**config.mk**
```make
export PLATFORM = sky130hd
export DESIGN_NAME = sliding_window_mode_sum_unit
export DESIGN_NICKNAME = d
export VERILOG_FILES = /design/src/rtl/core/swms_pkg.sv /design/src/rtl/core/sliding_window_mode_sum_unit.sv /design/src/rtl/core/swms_ram.sv /design/src/rtl/core/swms_ctrl.sv /design/src/rtl/core/swms_dp.sv
export SDC_FILE = /design/constraint.sdc
export NUM_CORES = 2
export LEC_CHECK = 0
export ABC_CLOCK_PERIOD_IN_PS = 31800
export BUFFER_PORTS_ARGS = -buffer_cell sky130_fd_sc_hd__buf_2
export CORE_AREA = 3 3 475 477
export DETAILED_ROUTE_END_ITERATION = 6
export DIE_AREA = 0 0 478 480
export PLACE_DENSITY = 0.64
export SYNTH_ARGS = -nofsm -noshare
export SYNTH_HDL_FRONTEND = slang
export SYNTH_HIERARCHICAL = 1
export SYNTH_SLANG_ARGS = --single-unit
```
**constraint.sdc**
```tcl
create_clock -name clk_i -period 31.8 [get_ports clk_i]
set_clock_uncertainty 0.05 [all_clocks]
set_input_delay 3.18 -clock clk_i [delete_from_list [all_inputs] [get_ports clk_i]]
set_output_delay 3.18 -clock clk_i [all_outputs]
set_load 0.005 [all_outputs]
```
**src/rtl/core/swms_pkg.sv**
```systemverilog
package swms_pkg;

  localparam int WINDOW_DEPTH_DEF = 64;
  localparam int VALUE_BITS_DEF   = 8;

  localparam int LEN_W   = 7;
  localparam int COUNT_W = 7;
  localparam int SUM_W   = 48;

  localparam logic [LEN_W-1:0] LEN_RESET = 7'd3;

  // Commands from the sequencer to the datapath
  typedef struct packed {
    logic accept;      // latch input word, start window read of the leaving value
    logic old_rd;      // window data valid: read count of the leaving value
    logic old_wr;      // write back decremented count
    logic new_rd;      // store value in window, read its count
    logic new_wr;      // write back incremented count, update fill
    logic scan_rd;     // issue one count read of the mode scan
    logic add_sum;     // add mode into running sum
    logic load_out;    // move result into output register
    logic clr_stream;  // drop fill and sum, rewind sweep counter
    logic clr_wr;      // write zero to one count entry
  } cmd_t;

  // Status from the datapath to the sequencer
  typedef struct packed {
    logic fill_ge_len;  // window already full before this word
    logic full;         // window full after this word
    logic cnt_end;      // sweep counter at last count entry
    logic out_free;     // output register can take a result
    logic last;         // current word ends the stream
  } stat_t;

endpackage

```
**src/rtl/core/sliding_window_mode_sum_unit.sv**
```systemverilog
// Channel  Direction  Handshake                      Payload
// cfg      in         cfg_valid_i / cfg_ready_o      cfg_data_i = window_length
// s_axis   in         s_axis_tvalid_i / tready_o     tdata = value, tlast = last
// m_axis   out        m_axis_tvalid_o / tready_i     tdata = full, mode, sum; tlast
//
// One word at a time. A word whose window is full runs a mode scan that reads one count per
// cycle over every count entry; a word on a partial window skips the scan. After reset,
// and after each word with tlast set, a clearing sweep zeroes every entry of the count
// RAM with s_axis_tready_o low; configuration writes are still taken. The result sits
// in an output register, so an m_axis stall holds only the word that needs it.
module sliding_window_mode_sum_unit #(
  parameter  int WindowDepth = swms_pkg::WINDOW_DEPTH_DEF,
  parameter  int ValueBits   = swms_pkg::VALUE_BITS_DEF,
  localparam int InW  = ((ValueBits + 7) / 8) * 8,
  localparam int OutW = ((1 + ValueBits + swms_pkg::SUM_W + 7) / 8) * 8
) (
  input  logic                       clk_i,
  input  logic                       rst_ni,
  // window_length register write
  input  logic                       cfg_valid_i,
  output logic                       cfg_ready_o,
  input  logic [swms_pkg::LEN_W-1:0] cfg_data_i,
  // input stream
  input  logic                       s_axis_tvalid_i,
  output logic                       s_axis_tready_o,
  input  logic [InW-1:0]             s_axis_tdata_i,   // value
  input  logic                       s_axis_tlast_i,
  // result stream
  output logic                       m_axis_tvalid_o,
  input  logic                       m_axis_tready_i,
  output logic [OutW-1:0]            m_axis_tdata_o,   // window_full, mode, mode_sum
  output logic                       m_axis_tlast_o
);

  swms_pkg::cmd_t  cmd;
  swms_pkg::stat_t stat;

  logic                       out_full;
  logic [ValueBits-1:0]       out_mode;
  logic [swms_pkg::SUM_W-1:0] out_sum;

  // The register takes every write, so the port never stalls
  assign cfg_ready_o = 1'b1;

  swms_ctrl u_ctrl (
    .clk_i      (clk_i),
    .rst_ni     (rst_ni),
    .in_valid_i (s_axis_tvalid_i),
    .in_ready_o (s_axis_tready_o),
    .stat_i     (stat),
    .cmd_o      (cmd)
  );

  swms_dp #(
    .WindowDepth (WindowDepth),
    .ValueBits   (ValueBits)
  ) u_dp (
    .clk_i       (clk_i),
    .rst_ni      (rst_ni),
    .cmd_i       (cmd),
    .stat_o      (stat),
    .cfg_valid_i (cfg_valid_i),
    .cfg_data_i  (cfg_data_i),
    .in_value_i  (s_axis_tdata_i[ValueBits-1:0]),
    .in_last_i   (s_axis_tlast_i),
    .out_ready_i (m_axis_tready_i),
    .out_valid_o (m_axis_tvalid_o),
    .out_full_o  (out_full),
    .out_mode_o  (out_mode),
    .out_sum_o   (out_sum),
    .out_last_o  (m_axis_tlast_o)
  );

  // Pack result fields from bit 0 up, zero-fill to whole bytes
  assign m_axis_tdata_o = OutW'({out_sum, out_mode, out_full});

`ifndef SYNTHESIS
  // A result may only enter the output register when the slot is free
  a_load_free: assert property (@(posedge clk_i) disable iff (!rst_ni)
    cmd.load_out |-> stat.out_free)
    else $error("result loaded over a pending word");

  // A word is worked on alone: no second accept right after the first
  a_one_word: assert property (@(posedge clk_i) disable iff (!rst_ni)
    (s_axis_tvalid_i && s_axis_tready_o) |=> !s_axis_tready_o)
    else $error("input taken while a word is in flight");

  // The mode reads as zero whenever the window is not full
  a_mode_zero: assert property (@(posedge clk_i) disable iff (!rst_ni)
    (m_axis_tvalid_o && !out_full) |-> (out_mode == '0))
    else $error("nonzero mode on a partial window");
`endif

endmodule

```
**src/rtl/core/swms_ram.sv**
```systemverilog
module swms_ram #(
  parameter  int Width = 8,
  parameter  int Depth = 64,
  localparam int AddrW = (Depth > 1) ? $clog2(Depth) : 1
) (
  input  logic             clk_i,
  input  logic             we_i,
  input  logic [AddrW-1:0] waddr_i,
  input  logic [Width-1:0] wdata_i,
  input  logic [AddrW-1:0] raddr_i,
  output logic [Width-1:0] rdata_o
);

  logic [Width-1:0] mem_q [Depth];
  logic [Width-1:0] rdata_q;

  always_ff @(posedge clk_i) begin
    if (we_i) begin
      mem_q[waddr_i] <= wdata_i;
    end
    rdata_q <= mem_q[raddr_i];
  end

  assign rdata_o = rdata_q;

endmodule

```
**src/rtl/core/swms_ctrl.sv**
```systemverilog
module swms_ctrl (
  input  logic           clk_i,
  input  logic           rst_ni,
  input  logic           in_valid_i,
  output logic           in_ready_o,
  input  swms_pkg::stat_t stat_i,
  output swms_pkg::cmd_t  cmd_o
);

  typedef enum logic [3:0] {
    ST_CLEAR,
    ST_IDLE,
    ST_OLD_RD,
    ST_OLD_WR,
    ST_NEW_RD,
    ST_NEW_WR,
    ST_SCAN,
    ST_SCAN_END,
    ST_SUM,
    ST_OUT
  } state_e;

  state_e state_q, state_d;

  always_comb begin
    state_d = state_q;
    cmd_o   = '0;
    unique case (state_q)
      ST_CLEAR: begin
        cmd_o.clr_wr = 1'b1;
        if (stat_i.cnt_end) begin
          state_d = ST_IDLE;
        end
      end
      ST_IDLE: begin
        if (in_valid_i) begin
          cmd_o.accept = 1'b1;
          state_d = stat_i.fill_ge_len ? ST_OLD_RD : ST_NEW_RD;
        end
      end
      ST_OLD_RD: begin
        cmd_o.old_rd = 1'b1;
        state_d = ST_OLD_WR;
      end
      ST_OLD_WR: begin
        cmd_o.old_wr = 1'b1;
        state_d = ST_NEW_RD;
      end
      ST_NEW_RD: begin
        cmd_o.new_rd = 1'b1;
        state_d = ST_NEW_WR;
      end
      ST_NEW_WR: begin
        cmd_o.new_wr = 1'b1;
        state_d = stat_i.full ? ST_SCAN : ST_OUT;
      end
      ST_SCAN: begin
        cmd_o.scan_rd = 1'b1;
        if (stat_i.cnt_end) begin
          state_d = ST_SCAN_END;
        end
      end
      ST_SCAN_END: begin
        state_d = ST_SUM;
      end
      ST_SUM: begin
        cmd_o.add_sum = 1'b1;
        state_d = ST_OUT;
      end
      ST_OUT: begin
        if (stat_i.out_free) begin
          cmd_o.load_out = 1'b1;
          if (stat_i.last) begin
            cmd_o.clr_stream = 1'b1;
            state_d = ST_CLEAR;
          end else begin
            state_d = ST_IDLE;
          end
        end
      end
      default: begin
        state_d = ST_IDLE;
      end
    endcase
  end

  assign in_ready_o = (state_q == ST_IDLE);

  always_ff @(posedge clk_i or negedge rst_ni) begin
    if (!rst_ni) begin
      state_q <= ST_CLEAR;
    end else begin
      state_q <= state_d;
    end
  end

endmodule

```
**src/rtl/core/swms_dp.sv**
```systemverilog
module swms_dp #(
  parameter int WindowDepth = swms_pkg::WINDOW_DEPTH_DEF,
  parameter int ValueBits   = swms_pkg::VALUE_BITS_DEF
) (
  input  logic                          clk_i,
  input  logic                          rst_ni,
  input  swms_pkg::cmd_t                cmd_i,
  output swms_pkg::stat_t               stat_o,
  input  logic                          cfg_valid_i,
  input  logic [swms_pkg::LEN_W-1:0]    cfg_data_i,
  input  logic [ValueBits-1:0]          in_value_i,
  input  logic                          in_last_i,
  input  logic                          out_ready_i,
  output logic                          out_valid_o,
  output logic                          out_full_o,
  output logic [ValueBits-1:0]          out_mode_o,
  output logic [swms_pkg::SUM_W-1:0]    out_sum_o,
  output logic                          out_last_o
);

  localparam int LenW   = swms_pkg::LEN_W;
  localparam int CountW = swms_pkg::COUNT_W;
  localparam int SumW   = swms_pkg::SUM_W;
  localparam int AddrW  = (WindowDepth > 1) ? $clog2(WindowDepth) : 1;
  localparam int NumValues = 1 << ValueBits;
  localparam int LenCapI   = (WindowDepth < 127) ? WindowDepth : 127;

  localparam logic [LenW-1:0]  LenCap    = LenW'(LenCapI);
  localparam logic [AddrW-1:0] WinLast   = AddrW'(WindowDepth - 1);
  localparam logic [AddrW:0]   WinDepthX = (AddrW + 1)'(WindowDepth);

  logic [LenW-1:0]      cfg_q;
  logic [LenW-1:0]      len;
  logic [ValueBits-1:0] v_q;
  logic                 last_q;
  logic [AddrW-1:0]     wp_q;
  logic [LenW-1:0]      fill_q;
  logic [LenW-1:0]      fill_inc;
  logic                 full_q;
  logic [ValueBits-1:0] old_q;
  logic [ValueBits-1:0] cnt_q;
  logic [ValueBits-1:0] addr_d1_q;
  logic                 scan_vld_q;
  logic [ValueBits-1:0] best_q;
  logic [CountW-1:0]    best_cnt_q;
  logic [SumW-1:0]      sum_q;
  logic [SumW:0]        sum_add;

  logic                 out_vld_q;
  logic                 out_full_q;
  logic [ValueBits-1:0] out_mode_q;
  logic [SumW-1:0]      out_sum_q;
  logic                 out_last_q;

  logic [AddrW:0]       wp_x;
  logic [AddrW:0]       len_x;
  logic [AddrW-1:0]     old_idx;
  logic [ValueBits-1:0] win_rdata;

  logic                 cnt_we;
  logic [ValueBits-1:0] cnt_waddr;
  logic [ValueBits-1:0] cnt_raddr;
  logic [CountW-1:0]    cnt_wdata;
  logic [CountW-1:0]    cnt_rdata;

  // Clamp the configured length into the legal window range
  always_comb begin
    len = cfg_q;
    if (len == '0) begin
      len = LenW'(1);
    end
    if (len > LenCap) begin
      len = LenCap;
    end
  end

  // Ring slot of the value leaving the window
  assign wp_x  = {1'b0, wp_q};
  assign len_x = (AddrW + 1)'(len);
  always_comb begin
    if (wp_x >= len_x) begin
      old_idx = AddrW'(wp_x - len_x);
    end else begin
      old_idx = AddrW'(wp_x + WinDepthX - len_x);
    end
  end

  assign fill_inc = (fill_q < len) ? fill_q + LenW'(1) : fill_q;

  swms_ram #(
    .Width (ValueBits),
    .Depth (WindowDepth)
  ) u_win_ram (
    .clk_i   (clk_i),
    .we_i    (cmd_i.new_rd),
    .waddr_i (wp_q),
    .wdata_i (v_q),
    .raddr_i (old_idx),
    .rdata_o (win_rdata)
  );

  always_comb begin
    if (cmd_i.old_rd) begin
      cnt_raddr = win_rdata;
    end else if (cmd_i.new_rd) begin
      cnt_raddr = v_q;
    end else begin
      cnt_raddr = cnt_q;
    end
  end

  // Saturating count update, or zero during the clearing sweep
  always_comb begin
    cnt_we    = cmd_i.old_wr | cmd_i.new_wr | cmd_i.clr_wr;
    cnt_waddr = cnt_q;
    cnt_wdata = '0;
    if (cmd_i.old_wr) begin
      cnt_waddr = old_q;
      cnt_wdata = (cnt_rdata != '0) ? cnt_rdata - CountW'(1) : cnt_rdata;
    end else if (cmd_i.new_wr) begin
      cnt_waddr = v_q;
      cnt_wdata = (cnt_rdata != '1) ? cnt_rdata + CountW'(1) : cnt_rdata;
    end
  end

  swms_ram #(
    .Width (CountW),
    .Depth (NumValues)
  ) u_cnt_ram (
    .clk_i   (clk_i),
    .we_i    (cnt_we),
    .waddr_i (cnt_waddr),
    .wdata_i (cnt_wdata),
    .raddr_i (cnt_raddr),
    .rdata_o (cnt_rdata)
  );

  assign sum_add = {1'b0, sum_q} + (SumW + 1)'(best_q);

  always_ff @(posedge clk_i or negedge rst_ni) begin
    if (!rst_ni) begin
      cfg_q      <= swms_pkg::LEN_RESET;
      wp_q       <= '0;
      fill_q     <= '0;
      cnt_q      <= '0;
      scan_vld_q <= 1'b0;
      sum_q      <= '0;
      out_vld_q  <= 1'b0;
    end else begin
      if (cfg_valid_i) begin
        cfg_q <= cfg_data_i;
      end
      if (cmd_i.new_rd) begin
        wp_q <= (wp_q == WinLast) ? '0 : wp_q + AddrW'(1);
      end
      if (cmd_i.new_wr) begin
        fill_q <= fill_inc;
      end
      if (cmd_i.accept || cmd_i.clr_stream) begin
        cnt_q <= '0;
      end else if (cmd_i.scan_rd || cmd_i.clr_wr) begin
        cnt_q <= cnt_q + ValueBits'(1);
      end
      scan_vld_q <= cmd_i.scan_rd;
      if (cmd_i.add_sum) begin
        sum_q <= sum_add[SumW] ? '1 : sum_add[SumW-1:0];
      end
      if (cmd_i.clr_stream) begin
        fill_q <= '0;
        sum_q  <= '0;
      end
      if (cmd_i.load_out) begin
        out_vld_q <= 1'b1;
      end else if (out_ready_i) begin
        out_vld_q <= 1'b0;
      end
    end
  end

  always_ff @(posedge clk_i) begin
    if (cmd_i.accept) begin
      v_q        <= in_value_i;
      last_q     <= in_last_i;
      best_q     <= '0;
      best_cnt_q <= '0;
    end else if (scan_vld_q && (cnt_rdata > best_cnt_q)) begin
      best_q     <= addr_d1_q;
      best_cnt_q <= cnt_rdata;
    end
    addr_d1_q <= cnt_q;
    if (cmd_i.old_rd) begin
      old_q <= win_rdata;
    end
    if (cmd_i.new_wr) begin
      full_q <= (fill_inc >= len);
    end
    if (cmd_i.load_out) begin
      out_full_q <= full_q;
      out_mode_q <= best_q;
      out_sum_q  <= sum_q;
      out_last_q <= last_q;
    end
  end

  assign stat_o.fill_ge_len = (fill_q >= len);
  assign stat_o.full        = (fill_inc >= len);
  assign stat_o.cnt_end     = (cnt_q == '1);
  assign stat_o.out_free    = !out_vld_q || out_ready_i;
  assign stat_o.last        = last_q;

  assign out_valid_o = out_vld_q;
  assign out_full_o  = out_full_q;
  assign out_mode_o  = out_mode_q;
  assign out_sum_o   = out_sum_q;
  assign out_last_o  = out_last_q;

endmodule

```
==> results.yml <==
outcome:
  status: "finished, final reports clean"
synthesis:
  ys_seq_elements: 2500
  syn_inst: 5208
  ys.warnings.count: 6
  ys.flop_type: "edfxtp_1"
  ys_top_cells_by_area: "edfxtp_1, mux4_2, mux2i_1, dfrtp_1, nor2_1"
  synth.avg_cell_area_sq_um: 19.1
  syn_area_sq_um: 99700
  async_flop_share_pct: 3.28
  ys_seq_area_share_pct: 74.5
  yosysTopAreaCellShare_pct: 71.7
  synth.distinct_cells: 92
  yosys.area.top_type: "edfxtp_1"
  synth_edf_count: 2380
setup_path:
  critical_path_class: "register to register"
  critPathSlowestCell: "buf_4"
  worstSetupEndpointType: "register"
  path_delay_family: "buffers and inverters"
  required_ns: 32.43
  cp_num_buf_inv: 6
  worstPathCellList: "nand2b_1 > nor3_2 > buf_4 > nand2_1 > o21ai_4 > buf_12 > buf_4 > buf_4 > buf_4 > mux4_2 > nor2b_1 > a2111oi_0 > buf_4 > nor4_1 > nor3_1 > nor4_1"
  critPathMostFrequentCell: "buf_4"
  crit_arrival_ns: 7.61
  crit_fanout: 125
  start_kind: "register"
  cpPeakStageDelay_ns: 0.78
timing:
  rsz0062_at_grt: "false"
  fin_crit_sh_pct: 21.9
  min_period_ns: 6.98
  slew_violations: 0
  fin_hold_ws_ns: 0.400
  setup_viol: 0
  finalHoldViolCount: 0
  slew_headroom_pct: 14.8
  tns_ns: 0
  fmax_mhz: 143
  tightest_slew_ns: 1.27
floorplan:
  core_sq_um: 222000
  io_pins: 89
  fp-row-count: 173
  fp.dieW_um: 478
  die_area_sq_um: 229000
  dieHeight_um: 480
  start_util_pct: 45.0
clock_network:
  htreeDepth: 4
  cts_tree: "built"
  cts-root-buf: "clkbuf_16"
  cts_setup_buffers: 0
  clk_latency_ns: 0.86
  clock_sinks: 2500
  cts_resized: 0
  cts_buffer_depth: 3
  cts.clk_slew.worst_paths_ns: 0.06
  ctsHoldBuffers: 0
  cts_buffers: 235
drt:
  drtPass1Iterations: 7
  post_drt_via_cell_ratio: 5.95
  post_drt_wl_per_cell_um: 27.8
  ant_nets: 0
  via_count: 50500
  drt_iter0_markers: 5383
  wirelength_mm: 236
  drc: 0
final_layout:
  flow.area_growth_from_synthesis_pct: 10.7
  final_area_sq_um: 110000
  n_fill_cell: 17800
  drive_above_1_share_pct: 20.0
  nets: 5390
  instances_no_fill: 8498
global_routing:
  grt_use_total_pct: 20.4
  grt_pass1_vias: 50600
  grt_pass1_wl_mm: 348
  antenna_found_initial: 7
  grt_start_max_net_pins: 170
  grt.overflow.total: 0
power:
  p_comb_share_pct: 35.4
  p_leak_nw: 34.6
  pwr-share-clk_pct: 25.0
  sw_frac_of_total_pct: 34.2
  p_switching_mw: 3.69
  powerDensity_nw_per_um2: 97.6
  ir_drop_uv: 110
  p_seq_share_pct: 39.6
  finalPower_mw: 10.8
  intPower_mw: 7.09
placement:
  placed_cell_area_sq_um: 103000
  globalplace.congestion: 0.866
  place_hpwl_mm: 143
  port_buffers: 80
  place_inst: 8065
min_path:
  hp-class: "register to register"
job:
  max_cap_violations: 0
[state kept, by name, summed over array words and instances, names as in the netlist, 8 cells and up]
name                    cells
u_dp/u_cnt_ram/mem_q     1792
u_dp/u_win_ram/mem_q      512
u_dp/out_sum_o             48
u_dp/sum_q                 48
u_dp/addr_d1_q              8
u_dp/best_q                 8
u_dp/cnt_q                  8
u_dp/old_q                  8
u_dp/out_mode_o             8
u_dp/u_win_ram/rdata_o      8
u_dp/v_q                    8
[cell type report]
type                            instances  area, sq um  share of cell area [%]
Sequential cell                      2500        74300                    67.3
Clock inverter                        127         1070                   0.969
Timing Repair Buffer                  186         1270                    1.15
Antenna cell                            2         5.00                 0.00453
Clock buffer                          304         6320                    5.72
Multi-Input combinational cell       2367        23600                    21.4
Tap cell                             2975         3720                    3.37
Inverter                               37          149                   0.135
[logic make-up (layout without fill, tap and decap cells)]
| logic type | after synthesis | after routing | synth area share (%) |
|---|---|---|---|
| XOR/XNOR | 32 | 32 | 0.281 |
| AND/OR/NAND/NOR | 1021 | 1021 | 4.82 |
| flip-flops | 2500 | 2500 | 74.5 |
| multiplexers | 753 | 753 | 14.1 |
| other | 2 | 10 | 0.00753 |
| buffers and inverters | 347 | 654 | 2.12 |
| AO/OA/AOI/OAI | 511 | 511 | 3.66 |
| adder cells (fa/ha/maj) | 42 | 42 | 0.542 |
[power by group through the flow]
| stage | Combinational [mW] | Sequential [mW] | Clock, mW |
|---|---|---|---|
| CTS | 3.85 | 4.26 | 2.75 |
| floorplan | 2.72 | 4.47 | 0 |
| finish | 3.82 | 4.26 | 2.70 |
| detailed placement | 3.83 | 4.33 | 0 |
| global route | 4.07 | 4.28 | 2.89 |
| global placement | 3.79 | 4.33 | 0 |
[per-stage QoR]
step,util (%),setup WS (ns)
4_1_cts,49.8,24.68
3_3_place_gp,46.4,24.76
3_5_place_dp,46.4,24.72
6_report,49.8,24.82
2_1_floorplan,-,11.14
5_1_grt,49.8,24.22
[cell usage in the layout (no fill, tap or decap), types with 42 or more instances in the layout]
master     count
buf_4        101
a21oi_1       95
buf_2         79
mux2i_1      214
nor4_1        46
nor2_1       460
mux4_2       506
nor3_1        73
clkinv_1      64
o22ai_1       75
clkbuf_1      58
nand3_1       71
o21ai_0       46
a22oi_1       65
edfxtp_1    2380
dfrtp_1       80
nand2_1      158
nor2b_1       42
clkbuf_16    241
[routing by layer]
| metal | routed length (um) | up-vias | track usage [%] |
|---|---|---|---|
| met1 | 95600 | 26600 | 27.9 |
| met4 | 7700 | 4 | 6.72 |
| met3 | 17400 | 413 | 3.87 |
| met5 | 27 | - | 0 |
| met2 | 115000 | 2007 | 33.3 |
| li1 | - | 21500 | - |
[worst reg2reg max path, cell delays in order (launching register included)]
cell	delay [ns]
dfrtp_1	0.54
nand2b_1	0.28
nor3_2	0.17
buf_4	0.37
nand2_1	0.16
o21ai_4	0.10
buf_12	0.64
buf_4	0.99
buf_4	0.85
buf_4	0.67
mux4_2	0.60
nor2b_1	0.14
a2111oi_0	0.43
buf_4	0.19
nor4_1	0.04
nor3_1	0.49
nor4_1	0.10
[cell usage after synthesis, types with 36 or more instances]
cell type,instances
edfxtp_1,2380
nand3_1,73
nor2b_1,43
nor2_1,464
mux2i_1,215
dfxtp_1,38
inv_1,36
a21oi_1,99
buf_4,44
buf_2,60
mux4_2,506
nor4_1,46
clkbuf_1,139
ha_1,40
o22ai_1,75
nand2_1,160
a22oi_1,65
nor3_1,75
dfrtp_1,80
o21ai_0,52
[final timing paths]
path,slack [ns],end,startpoint,cells past startpoint
min in group asynchronous,2.24,u_dp/cfg_q[3]$_DFFE_PN0P_,rst_ni,1
worst min-delay path,0.40,u_dp/old_q[7]$_DFFE_PP_,u_dp/u_win_ram/rdata_o[7]$_DFF_P_,0
max in group asynchronous,28.40,u_dp/sum_q[7]$_DFFE_PN0P_,rst_ni,2
worst max-delay path,24.82,u_dp/u_cnt_ram/rdata_o[5]$_DFF_P_,u_ctrl/state_q[0]$_DFFE_PN0P_,16
worst max register to register,24.82,u_dp/u_cnt_ram/rdata_o[5]$_DFF_P_,u_ctrl/state_q[0]$_DFFE_PN0P_,16
worst min register to register,0.40,u_dp/old_q[7]$_DFFE_PP_,u_dp/u_win_ram/rdata_o[7]$_DFF_P_,0
Power figures use the tool's default switching activity.
